## config.mk

```make
export PLATFORM = sky130hd
export DESIGN_NAME = load_ripple_fault_detector_top
export DESIGN_NICKNAME = d
export VERILOG_FILES = /design/src/rtl/core/lrfd_pkg.sv /design/src/rtl/core/lrfd_step.sv /design/src/rtl/core/load_ripple_fault_detector_top.sv
export SDC_FILE = /design/constraint.sdc
export NUM_CORES = 1
export LEC_CHECK = 0
export BUFFER_PORTS_ARGS = -buffer_cell sky130_fd_sc_hd__buf_2
export CORE_AREA = 2 2 109 111
export DETAILED_ROUTE_END_ITERATION = 6
export DIE_AREA = 0 0 111 113
export PLACE_DENSITY = 0.67
export SLEW_MARGIN = 0
export SYNTH_ARGS = -nofsm -noshare
export SYNTH_HDL_FRONTEND = slang
export SYNTH_HIERARCHICAL = 1
export SYNTH_SLANG_ARGS = --single-unit
```

## constraint.sdc

```tcl
create_clock -name clk -period 4.6 [get_ports clk]
set_input_delay 0 -clock clk [delete_from_list [all_inputs] [get_ports clk]]
set_output_delay 0 -clock clk [all_outputs]
set_load 0.1 [all_outputs]
```

## src/rtl/core/lrfd_pkg.sv

```systemverilog
// ----------------------------------------------------------------------------
// lrfd_pkg
// Shared types and constants of the load ripple fault detector.
// ----------------------------------------------------------------------------
`default_nettype none

package lrfd_pkg;

	// command codes (s_tuser)
	localparam logic [1:0] CMD_STEP  = 2'd0;
	localparam logic [1:0] CMD_CLEAR = 2'd1;
	localparam logic [1:0] CMD_ARM   = 2'd2;

	// clear depths
	localparam logic [1:0] CLR_DISARM = 2'd0;
	localparam logic [1:0] CLR_RESET  = 2'd1;
	localparam logic [1:0] CLR_STOP   = 2'd2;

	// result events
	localparam logic [1:0] EV_NONE    = 2'd0;
	localparam logic [1:0] EV_FAULT   = 2'd1;
	localparam logic [1:0] EV_RECOVER = 2'd2;

	// configuration register indexes
	localparam logic CFG_ENABLE   = 1'b0;
	localparam logic CFG_RECOVERY = 1'b1;

	localparam logic [15:0] RECOVERY_RESET = 16'd100;

	localparam logic [6:0] LIMIT_FIRST = 7'd64;
	localparam logic [6:0] LIMIT_EARLY = 7'd40;
	localparam logic [6:0] LIMIT_LATE  = 7'd20;
	localparam logic [3:0] WIN_FIRST   = 4'd1;
	localparam logic [3:0] WIN_EARLY   = 4'd2;
	localparam logic [3:0] WIN_LATE    = 4'd9;
	localparam logic [3:0] WIN_LAST    = 4'd11;
	localparam logic [7:0] HIT_MAX     = 8'd255;
	localparam logic [7:0] HIT_EARLY   = 8'd4;
	localparam logic [7:0] HIT_LATE    = 8'd2;
	localparam logic [7:0] PEAK_EMPTY_HIGH = 8'd0;
	localparam logic [7:0] PEAK_EMPTY_LOW  = 8'd255;

	localparam int IN_DATA_W  = 24;
	localparam int OUT_DATA_W = 8;

	typedef struct packed {
		logic [1:0] cmd;
		logic [1:0] clear_level;
		logic [7:0] peak_high;
		logic [7:0] peak_low;
		logic       other_busy;
	} lrfd_item_t;

	typedef struct packed {
		logic        fault_flag;
		logic [2:0]  kind_marks;
		logic [15:0] hold_timer;
		logic [3:0]  window_count;
		logic [7:0]  hit_count;
		logic [6:0]  limit_value;
		logic        sampling_flag;
		logic        ok_flag;
		logic        armed_flag;
	} lrfd_state_t;

	localparam lrfd_state_t STATE_RESET = '{
		fault_flag: 1'b0, kind_marks: 3'd0, hold_timer: 16'd0, window_count: 4'd0,
		hit_count: 8'd0, limit_value: 7'd0, sampling_flag: 1'b0, ok_flag: 1'b0,
		armed_flag: 1'b0
	};

endpackage

`default_nettype wire

```

## src/rtl/core/lrfd_step.sv

```systemverilog
// ----------------------------------------------------------------------------
// lrfd_step
// Next-state and event logic for one command against the detector state.
// ----------------------------------------------------------------------------
`default_nettype none

module lrfd_step
	import lrfd_pkg::*;
(
	input  wire lrfd_item_t  item,
	input  wire lrfd_state_t cur,
	input  wire              enable,
	input  wire [15:0]       recovery_steps,
	output lrfd_state_t      nxt,
	output logic [1:0]       ev
);

	logic [7:0] diff;
	logic [3:0] win_n;
	logic [6:0] lim_n;
	logic [7:0] hit_base;
	logic [7:0] hit_n;
	logic       win_valid;
	logic       over;

	assign diff      = item.peak_high - item.peak_low;
	assign win_valid = (item.peak_high != PEAK_EMPTY_HIGH) && (item.peak_low != PEAK_EMPTY_LOW);

	always_comb begin
		win_n = cur.window_count;
		lim_n = cur.limit_value;
		if (cur.window_count < WIN_LAST) begin
			win_n = cur.window_count + 4'd1;
			if (win_n == WIN_FIRST)
				lim_n = LIMIT_FIRST;
			else if (win_n == WIN_EARLY)
				lim_n = LIMIT_EARLY;
			else if (win_n == WIN_LATE)
				lim_n = LIMIT_LATE;
		end
	end

	assign over     = diff >= {1'b0, lim_n};
	assign hit_base = (win_n == WIN_LATE) ? 8'd0 : cur.hit_count;
	assign hit_n    = (hit_base != HIT_MAX) ? hit_base + 8'd1 : hit_base;

	always_comb begin
		nxt = cur;
		ev  = EV_NONE;
		case (item.cmd)
			CMD_STEP: begin
				if (enable) begin
					if (cur.fault_flag) begin
						if (cur.hold_timer < recovery_steps) begin
							nxt.hold_timer = cur.hold_timer + 16'd1;
						end else begin
							nxt.hold_timer = 16'd0;
							nxt.fault_flag = 1'b0;
							nxt.kind_marks = 3'd0;
							ev             = EV_RECOVER;
						end
					end else if (!cur.armed_flag) begin
						nxt = cur;
					end else if (!cur.sampling_flag) begin
						if (!item.other_busy)
							nxt.sampling_flag = 1'b1;
					end else if (win_valid) begin
						nxt.window_count = win_n;
						nxt.limit_value  = lim_n;
						if (over) begin
							if (win_n == WIN_FIRST) begin
								nxt.fault_flag    = 1'b1;
								nxt.kind_marks[0] = 1'b1;
							end else begin
								nxt.hit_count = hit_n;
								if (win_n < WIN_LATE) begin
									if (hit_n > HIT_EARLY) begin
										nxt.fault_flag    = 1'b1;
										nxt.kind_marks[1] = 1'b1;
									end
								end else if (hit_n > HIT_LATE) begin
									nxt.fault_flag    = 1'b1;
									nxt.kind_marks[2] = 1'b1;
								end
							end
							ev = nxt.fault_flag ? EV_FAULT : EV_NONE;
						end else begin
							nxt.hit_count = 8'd0;
							if (win_n == WIN_LAST)
								nxt.ok_flag = 1'b1;
						end
					end
				end
			end
			CMD_CLEAR: begin
				if (item.clear_level == CLR_DISARM || item.clear_level == CLR_RESET ||
						item.clear_level == CLR_STOP)
					nxt.sampling_flag = 1'b0;
				if (item.clear_level == CLR_DISARM || item.clear_level == CLR_RESET) begin
					nxt.ok_flag      = 1'b0;
					nxt.window_count = 4'd0;
					nxt.hit_count    = 8'd0;
				end
				if (item.clear_level == CLR_DISARM)
					nxt.armed_flag = 1'b0;
			end
			CMD_ARM: begin
				nxt.armed_flag = 1'b1;
			end
			default: begin
				nxt = cur;
			end
		endcase
	end

endmodule

`default_nettype wire

```

## src/rtl/core/load_ripple_fault_detector_top.sv

```systemverilog
// ----------------------------------------------------------------------------
// load_ripple_fault_detector_top
// Window ripple check with staged thresholds, fault hold and recovery.
// ----------------------------------------------------------------------------
// Channel   Dir  Signals                        Contents
// s_*       in   tvalid tready tuser tdata       one command per transaction
// m_*       out  tvalid tready tdata             detector status after it
// cfg_*     in   we addr wdata                   enable, recovery_steps
//
// One transaction is accepted per cycle while s_tready is high; it is held in
// the input register, and its result is loaded into the result register, from
// which it is taken. The detector state is updated by the step logic between
// the two registers, so back-to-back commands see the state left by the
// previous one. A stalled m_tready holds the result register and backs up into
// the input register; s_tready falls only when both are full.
// Reset clears all detector state and loads enable = 1, recovery_steps = 100.
// ----------------------------------------------------------------------------
`default_nettype none

module load_ripple_fault_detector_top
	import lrfd_pkg::*;
(
	input  wire                   clk,
	input  wire                   arst_n,
	input  wire                   s_tvalid,
	output logic                  s_tready,
	input  wire [1:0]             s_tuser,   // cmd
	// clear_level[1:0], peak_high[9:2], peak_low[17:10], other_busy[18], zero pad
	input  wire [IN_DATA_W-1:0]   s_tdata,
	output logic                  m_tvalid,
	input  wire                   m_tready,
	// fault[0], fault_kinds[3:1], settled_ok[4], sampling_on[5], event_res[7:6]
	output logic [OUT_DATA_W-1:0] m_tdata,
	input  wire                   cfg_we,
	input  wire                   cfg_addr,
	input  wire [15:0]            cfg_wdata
);

	lrfd_item_t  item_s1;
	logic        valid_s1;
	lrfd_state_t state_q;
	lrfd_state_t state_nxt;
	logic [1:0]  ev_nxt;
	logic        enable_q;
	logic [15:0] recovery_q;
	logic        out_valid_q;
	logic [OUT_DATA_W-1:0] out_data_q;
	logic        advance;

	assign advance  = valid_s1 && (!out_valid_q || m_tready);
	assign s_tready = !valid_s1 || advance;
	assign m_tvalid = out_valid_q;
	assign m_tdata  = out_data_q;

	always_ff @(posedge clk or negedge arst_n) begin
		if (!arst_n) begin
			enable_q   <= 1'b1;
			recovery_q <= RECOVERY_RESET;
		end else if (cfg_we) begin
			case (cfg_addr)
				CFG_ENABLE:   enable_q   <= cfg_wdata[0];
				CFG_RECOVERY: recovery_q <= cfg_wdata;
				default:      enable_q   <= enable_q;
			endcase
		end
	end

	// input register
	always_ff @(posedge clk or negedge arst_n) begin
		if (!arst_n) begin
			valid_s1 <= 1'b0;
		end else if (s_tready) begin
			valid_s1 <= s_tvalid;
		end
	end

	always_ff @(posedge clk) begin
		if (s_tready && s_tvalid) begin
			item_s1.cmd         <= s_tuser;
			item_s1.clear_level <= s_tdata[1:0];
			item_s1.peak_high   <= s_tdata[9:2];
			item_s1.peak_low    <= s_tdata[17:10];
			item_s1.other_busy  <= s_tdata[18];
		end
	end

	lrfd_step u_step (
		.item           (item_s1),
		.cur            (state_q),
		.enable         (enable_q),
		.recovery_steps (recovery_q),
		.nxt            (state_nxt),
		.ev             (ev_nxt)
	);

	always_ff @(posedge clk or negedge arst_n) begin
		if (!arst_n) begin
			state_q     <= STATE_RESET;
			out_valid_q <= 1'b0;
		end else begin
			if (advance)
				state_q <= state_nxt;
			if (advance)
				out_valid_q <= 1'b1;
			else if (m_tready)
				out_valid_q <= 1'b0;
		end
	end

	always_ff @(posedge clk) begin
		if (advance)
			out_data_q <= {ev_nxt, state_nxt.sampling_flag, state_nxt.ok_flag,
				state_nxt.kind_marks, state_nxt.fault_flag};
	end

	a_window_bound: assert property (@(posedge clk) disable iff (!arst_n)
		state_q.window_count <= WIN_LAST)
		else $error("window count past last window");

	a_marks_with_fault: assert property (@(posedge clk) disable iff (!arst_n)
		state_q.fault_flag == (state_q.kind_marks != 3'd0))
		else $error("kind marks disagree with fault flag");

	a_timer_in_fault: assert property (@(posedge clk) disable iff (!arst_n)
		(state_q.hold_timer != 16'd0) |-> state_q.fault_flag)
		else $error("hold timer running without fault");

	a_limit_codes: assert property (@(posedge clk) disable iff (!arst_n)
		state_q.limit_value == 7'd0 || state_q.limit_value == LIMIT_FIRST ||
		state_q.limit_value == LIMIT_EARLY || state_q.limit_value == LIMIT_LATE)
		else $error("threshold holds an unexpected value");

	a_state_only_on_advance: assert property (@(posedge clk) disable iff (!arst_n)
		!advance |=> $stable(state_q))
		else $error("state changed without a transaction");

endmodule

`default_nettype wire
```

# Word level (Yosys, flattened, before mapping)
# Cells that the tools add are included.
[totals]
out_inout_bits = 10
ff_bits = 90
wordCells = 136
in_bits = 48
[op_classes]
eq_ne = 20
order_cmp = 6
n_reduce_logical = 23
n_addsub = 4
n_bitwise = 3
mux = 60
[op_table]
columns = ["cell", "count"]
rows = [
  ["$mux W42", 1],
  ["$mux W20", 2],
  ["$mux W19", 2],
  ["$mux W8", 4],
  ["$mux W7", 4],
  ["$mux W1", 26],
  ["$mux W4", 6],
  ["$pmux W12 S2", 1],
  ["$mux W22", 1],
  ["$mux W21", 1],
  ["$add A16 B1 Y16 const B", 1],
  ["$lt A16 B16 Y1", 1],
  ["$mux W16", 1],
  ["$mux W2", 8],
  ["$ne A8 B8 Y1 const B", 2],
  ["$eq A4 B4 Y1 const B", 3],
  ["$mux W12", 1],
  ["$reduce_and A9 Y1", 1],
  ["$add A8 B1 Y8 const B", 1],
  ["$eq A4 B1 Y1 const B", 2],
  ["$ge A8 B7 Y1", 1],
  ["$gt A8 B2 Y1 const B", 1],
  ["$gt A8 B3 Y1 const B", 1],
  ["$lt A4 B4 Y1 const B", 2],
  ["21 further kinds", 42],
]

# Depth between registers and ports, before layout
[depth]
ltp_word = 24
ltp_mapped = 19
depth_no_buf = 18

# Cells and area by module
# The synthesis kept the hierarchy.
[by_module_without_submodules]
columns = ["module", "area_per_inst_um2", "instances", "seq_area_each_um2", "cells_per_inst"]
rows = [
  ["load_ripple_fault_detector_top", 3333.2, 1, 2402.3, 163],
  ["lrfd_step", 2267.2, 1, 0.0, 353],
]

# Least setup slack after synthesis
# No wires, ideal clock.
[synth_path]
path_type = "register -> register"
from = "register item_s1[9] (netlist name)"
to = "register state_q[11] (netlist name)"
arrival_ns = 3.596
slack_ns = 0.878
n_path_buf = 0
synth_period_minus_slack_ns = 3.722
setup_ns = 0.125
path_stages_with_launch = 19
path_cell_list = "edfxtp_1 -> inv_1 -> ha_1 -> inv_1 -> fa_1 -> a21o_1 -> a21oi_1 -> o21bai_1 -> a21oi_1 -> xnor2_1 -> ha_1 -> a21oi_1 -> o21ai_0 -> a21oi_1 -> or4b_4 -> nand3_4 -> o21ai_2 -> a221o_1 -> mux2_4"
[synth_rtl]
columns = ["element", "line_no", "source"]
rows = [
  ["start: declaration", "load_ripple_fault_detector_top.sv:39", "lrfd_item_t item_s1;"],
  ["end signal: assignment", "load_ripple_fault_detector_top.sv:102", "state_q <= state_nxt;"],
  ["end: declaration", "load_ripple_fault_detector_top.sv:41", "lrfd_state_t state_q;"],
]

==> metrics.md <==
| Metric | Value |
|---|---|
| Crit. End Element | flip-flop |
| Maximum clock insertion buffer count | 2 |
| Leakage | 3.16 nW |
| Number of synthesized flops with an enable pin | 29 |
| Register area share after synthesis | 42.9% |
| Core Rows | 39 |
| Met3 usage | 3.21% |
| Gr busiest metal | met2 |
| Critical path class | flip-flop to flip-flop |
| HPWL after DPL | 7840 µm |
| Synthesized net count | 601 |
| Unique masters post-synth | 65 |
| N_diodes | 0 |
| Minimum clock period | 4290 ps |
| Initial Utilization | 49.7% |
| Multi-input logic area | 2950 µm² |
| Max VDD drop | 0.221 mV |
| Final-report hold violation count | 0 |
| Die H | 113 µm |
| Total Routed Length | 11500 µm |
| Clock sinks | 90 |
| Pre-antenna DRT Iters | 5 |
| Gpl congestion | 0.852 |
| Storage element area | 2400 µm² |
| GRT met2 Usage | 32.0% |
| Status | completed |
| Hold crit path type | primary input to flip-flop |
| Leading area contributor after synthesis | dfrtp_1 |
| DR vias/cell | 5.48 |
| DR WL/cell | 15.2 µm |
| Post-Route Utilization | 59.2% |
| Startpoint Class | flip-flop |
| Clock-pin slew on the worst setup and hold paths | 70 ps |
| Residual DRC count | 0 |
| Yosys reg bits | 90 |
| Pwr Density | 313 nW/µm² |
| Most frequent cell after synthesis | dfrtp_1 |
| CTS tree | done |
| P&R area growth vs syn | 19.1% |
| Fin Clk Skew | 6.95 ps |
| Synthesized instance count | 516 |
| Initial antenna violation count | 0 |
| Area contributors post-synth | dfrtp_1, edfxtp_1, mux2_4, ha_1, mux2_2 |
| Max cap viols | 0 |
| CP top delay family | compound AO/OA/AOI/OAI gates |
| FMAX | 233 MHz |
| Setup TNS Final | 0 ps |
| Die Wd | 111 µm |
| GR Util met1 | 26.6% |
| CTS resizes | 0 |
| Asr flop ratio synth | 67.8% |
| Crit path buf inv count | 0 |
| IO Port Bufs | 52 |
| Starting DRT DRC Count | 222 |
| Share of post-route cells with drive strength above 1 | 24.0% |
| Delay of the slowest critical-path stage | 540 ps |
| Largest net degree at the start of global routing | 62 |
| CTS buffer count | 9 |
| Synth top area share | 25.5% |
| GRT Total Usage | 19.4% |
| Ys flop type | dfrtp_1 |
| Finish-stage setup viols | 0 |
| Vias in the first global route | 4282 |
| Worst slew pin tran | 850 ps |
| Clock latency on the worst-skew pair | 340 ps |
| Crit Path Max Fanout | 14 |
| Core area | 11300 µm² |
| Pins Over Slew Limit | 0 |
| Synth warn | 6 |
| Critical Path AT | 4510 ps |
| Synthesized area per cell | 10.9 µm² |
| Crit path required time | 4820 ps |
| H-tree levels | 3 |
| Clock root cell | clkbuf_16 |
| Die Area | 12500 µm² |
| Synthesized cell area | 5600 µm² |
| ANT nets after route | 0 |
| Total of fill cells in the finished design | 909 |
| Fin nets | 693 |
| CP cell instances | ha_1 -> and2_1 -> a21oi_1 -> nand2b_1 -> a21oi_1 -> a21oi_1 -> a21oi_1 -> ha_1 -> a21oi_1 -> o21ai_0 -> a21oi_1 -> or4b_4 -> nand3_4 -> o21ai_2 -> a221o_1 -> mux2_4 |
| Worst path slowest cell | or4b_4 |
| Most frequent cells after synthesis | dfrtp_1, inv_1, mux2_4 |
| Inst Count DP | 699 |
| Layout Cells excl Fill | 756 |
| Vias | 4145 |
| Period utilization | 93.3% |
| Critical Path Most Common Cell | a21oi_1 |
| RSZ-0062 raised after global routing | no |
| GRT overflow | 0 |
| Num ports | 58 |
| Relative slew slack | 43.3% |
| First-pass GRT wire length | 20000 µm |
cell families (layout without fill, tap and decap cells):
logic type / Yosys count / after routing / synth area share, %
AO/OA/AOI/OAI: 109 / 109 / 13.1
XOR/XNOR: 15 / 15 / 2.35
adder cells (fa/ha/maj): 37 / 37 / 8.40
buffers and inverters: 54 / 151 / 4.38
flip-flops: 90 / 90 / 42.9
multiplexers: 60 / 60 / 14.7
AND/OR/NAND/NOR: 151 / 151 / 14.2
worst min-delay path, stage by stage:
cell and delay (ps):
buf_2 110, nand2b_1 70, mux2_2 150
state kept, by name, indices dropped and copies added (netlist names):
| register | count |
|---|---|
| enable_q | 1 |
| item_s1 | 21 |
| m_tdata | 8 |
| m_tvalid | 1 |
| recovery_q | 16 |
| state_q | 42 |
| valid_s1 | 1 |
layout by cell type (no fill, tap or decap), drive strengths merged, types with 6 or more instances in the layout:
| cell | Yosys | routed |
|---|---|---|
| a21o | 19 | 19 |
| a21oi | 32 | 32 |
| a22o | 6 | 6 |
| and2 | 10 | 10 |
| and3 | 6 | 6 |
| buf | 8 | 54 |
| clkbuf | 6 | 11 |
| dfrtp | 57 | 57 |
| dlygate4sd3 | 0 | 41 |
| edfxtp | 29 | 29 |
| ha | 36 | 36 |
| inv | 40 | 42 |
| mux2 | 59 | 59 |
| nand2 | 39 | 39 |
| nand2b | 9 | 9 |
| nand3 | 19 | 19 |
| nand4 | 12 | 12 |
| nor2 | 26 | 26 |
| nor3 | 7 | 7 |
| nor4 | 7 | 7 |
| o21ai | 20 | 20 |
| xor2 | 10 | 10 |
stage by stage:
step           hold slack, ps  power, mW  setup slack, ps  area [µm²]
4_1_cts                  9.66       2.11              305        6670
5_1_grt                  38.3       2.20             5.23        6670
3_3_place_gp              176       1.31              488        5960
2_1_floorplan            -296       1.23              878        5600
3_5_place_dp              178       1.32              345        5960
6_report                 30.3       2.09              307        6670
final cells by class:
| type | count | area share, % |
|---|---|---|
| clock buffers | 11 | 3.64 |
| clock inverters | 5 | 0.900 |
| inverters | 40 | 2.25 |
| multi-input cells | 372 | 44.3 |
| flip-flops and latches | 90 | 36.0 |
| well taps | 143 | 2.68 |
| repair buffers | 95 | 10.3 |
routing by layer:
metal / vias up / share of wire, % / routed length, µm
met4: 0 / 1.1 / 123
met1: 1983 / 48 / 5490
met5: - / 0 / 0
met2: 99 / 47 / 5360
li1: 2052 / - / -
met3: 11 / 4.5 / 520
power breakdown:
| group | switching, mW | internal (mW) | total, mW |
|---|---|---|---|
| registers | 0.0394 | 0.893 | 0.933 |
| clock network | 0.318 | 0.439 | 0.757 |
| logic | 0.231 | 0.169 | 0.400 |
| total | 0.588 | 1.50 | 2.09 |
worst paths after layout:
| check | from | endpoint | slack (ps) | cells after the start |
|---|---|---|---|---|
| max | state_q[18] | state_q[11] | 310 | 16 |
| min | cfg_we | enable_q | 30 | 3 |
| max reg2reg | state_q[18] | state_q[11] | 310 | 16 |
| min reg2reg | recovery_q[12] | recovery_q[12] | 510 | 1 |
| max in group asynchronous | arst_n | recovery_q[7] | 3700 | 3 |
| min in group asynchronous | arst_n | state_q[8] | 360 | 3 |
repair_timing:
item	CTS	global route
setup buffers	0	0
hold endpoints to repair	97	0
hold buffers	41	0
Power figures use the tool's default switching activity.
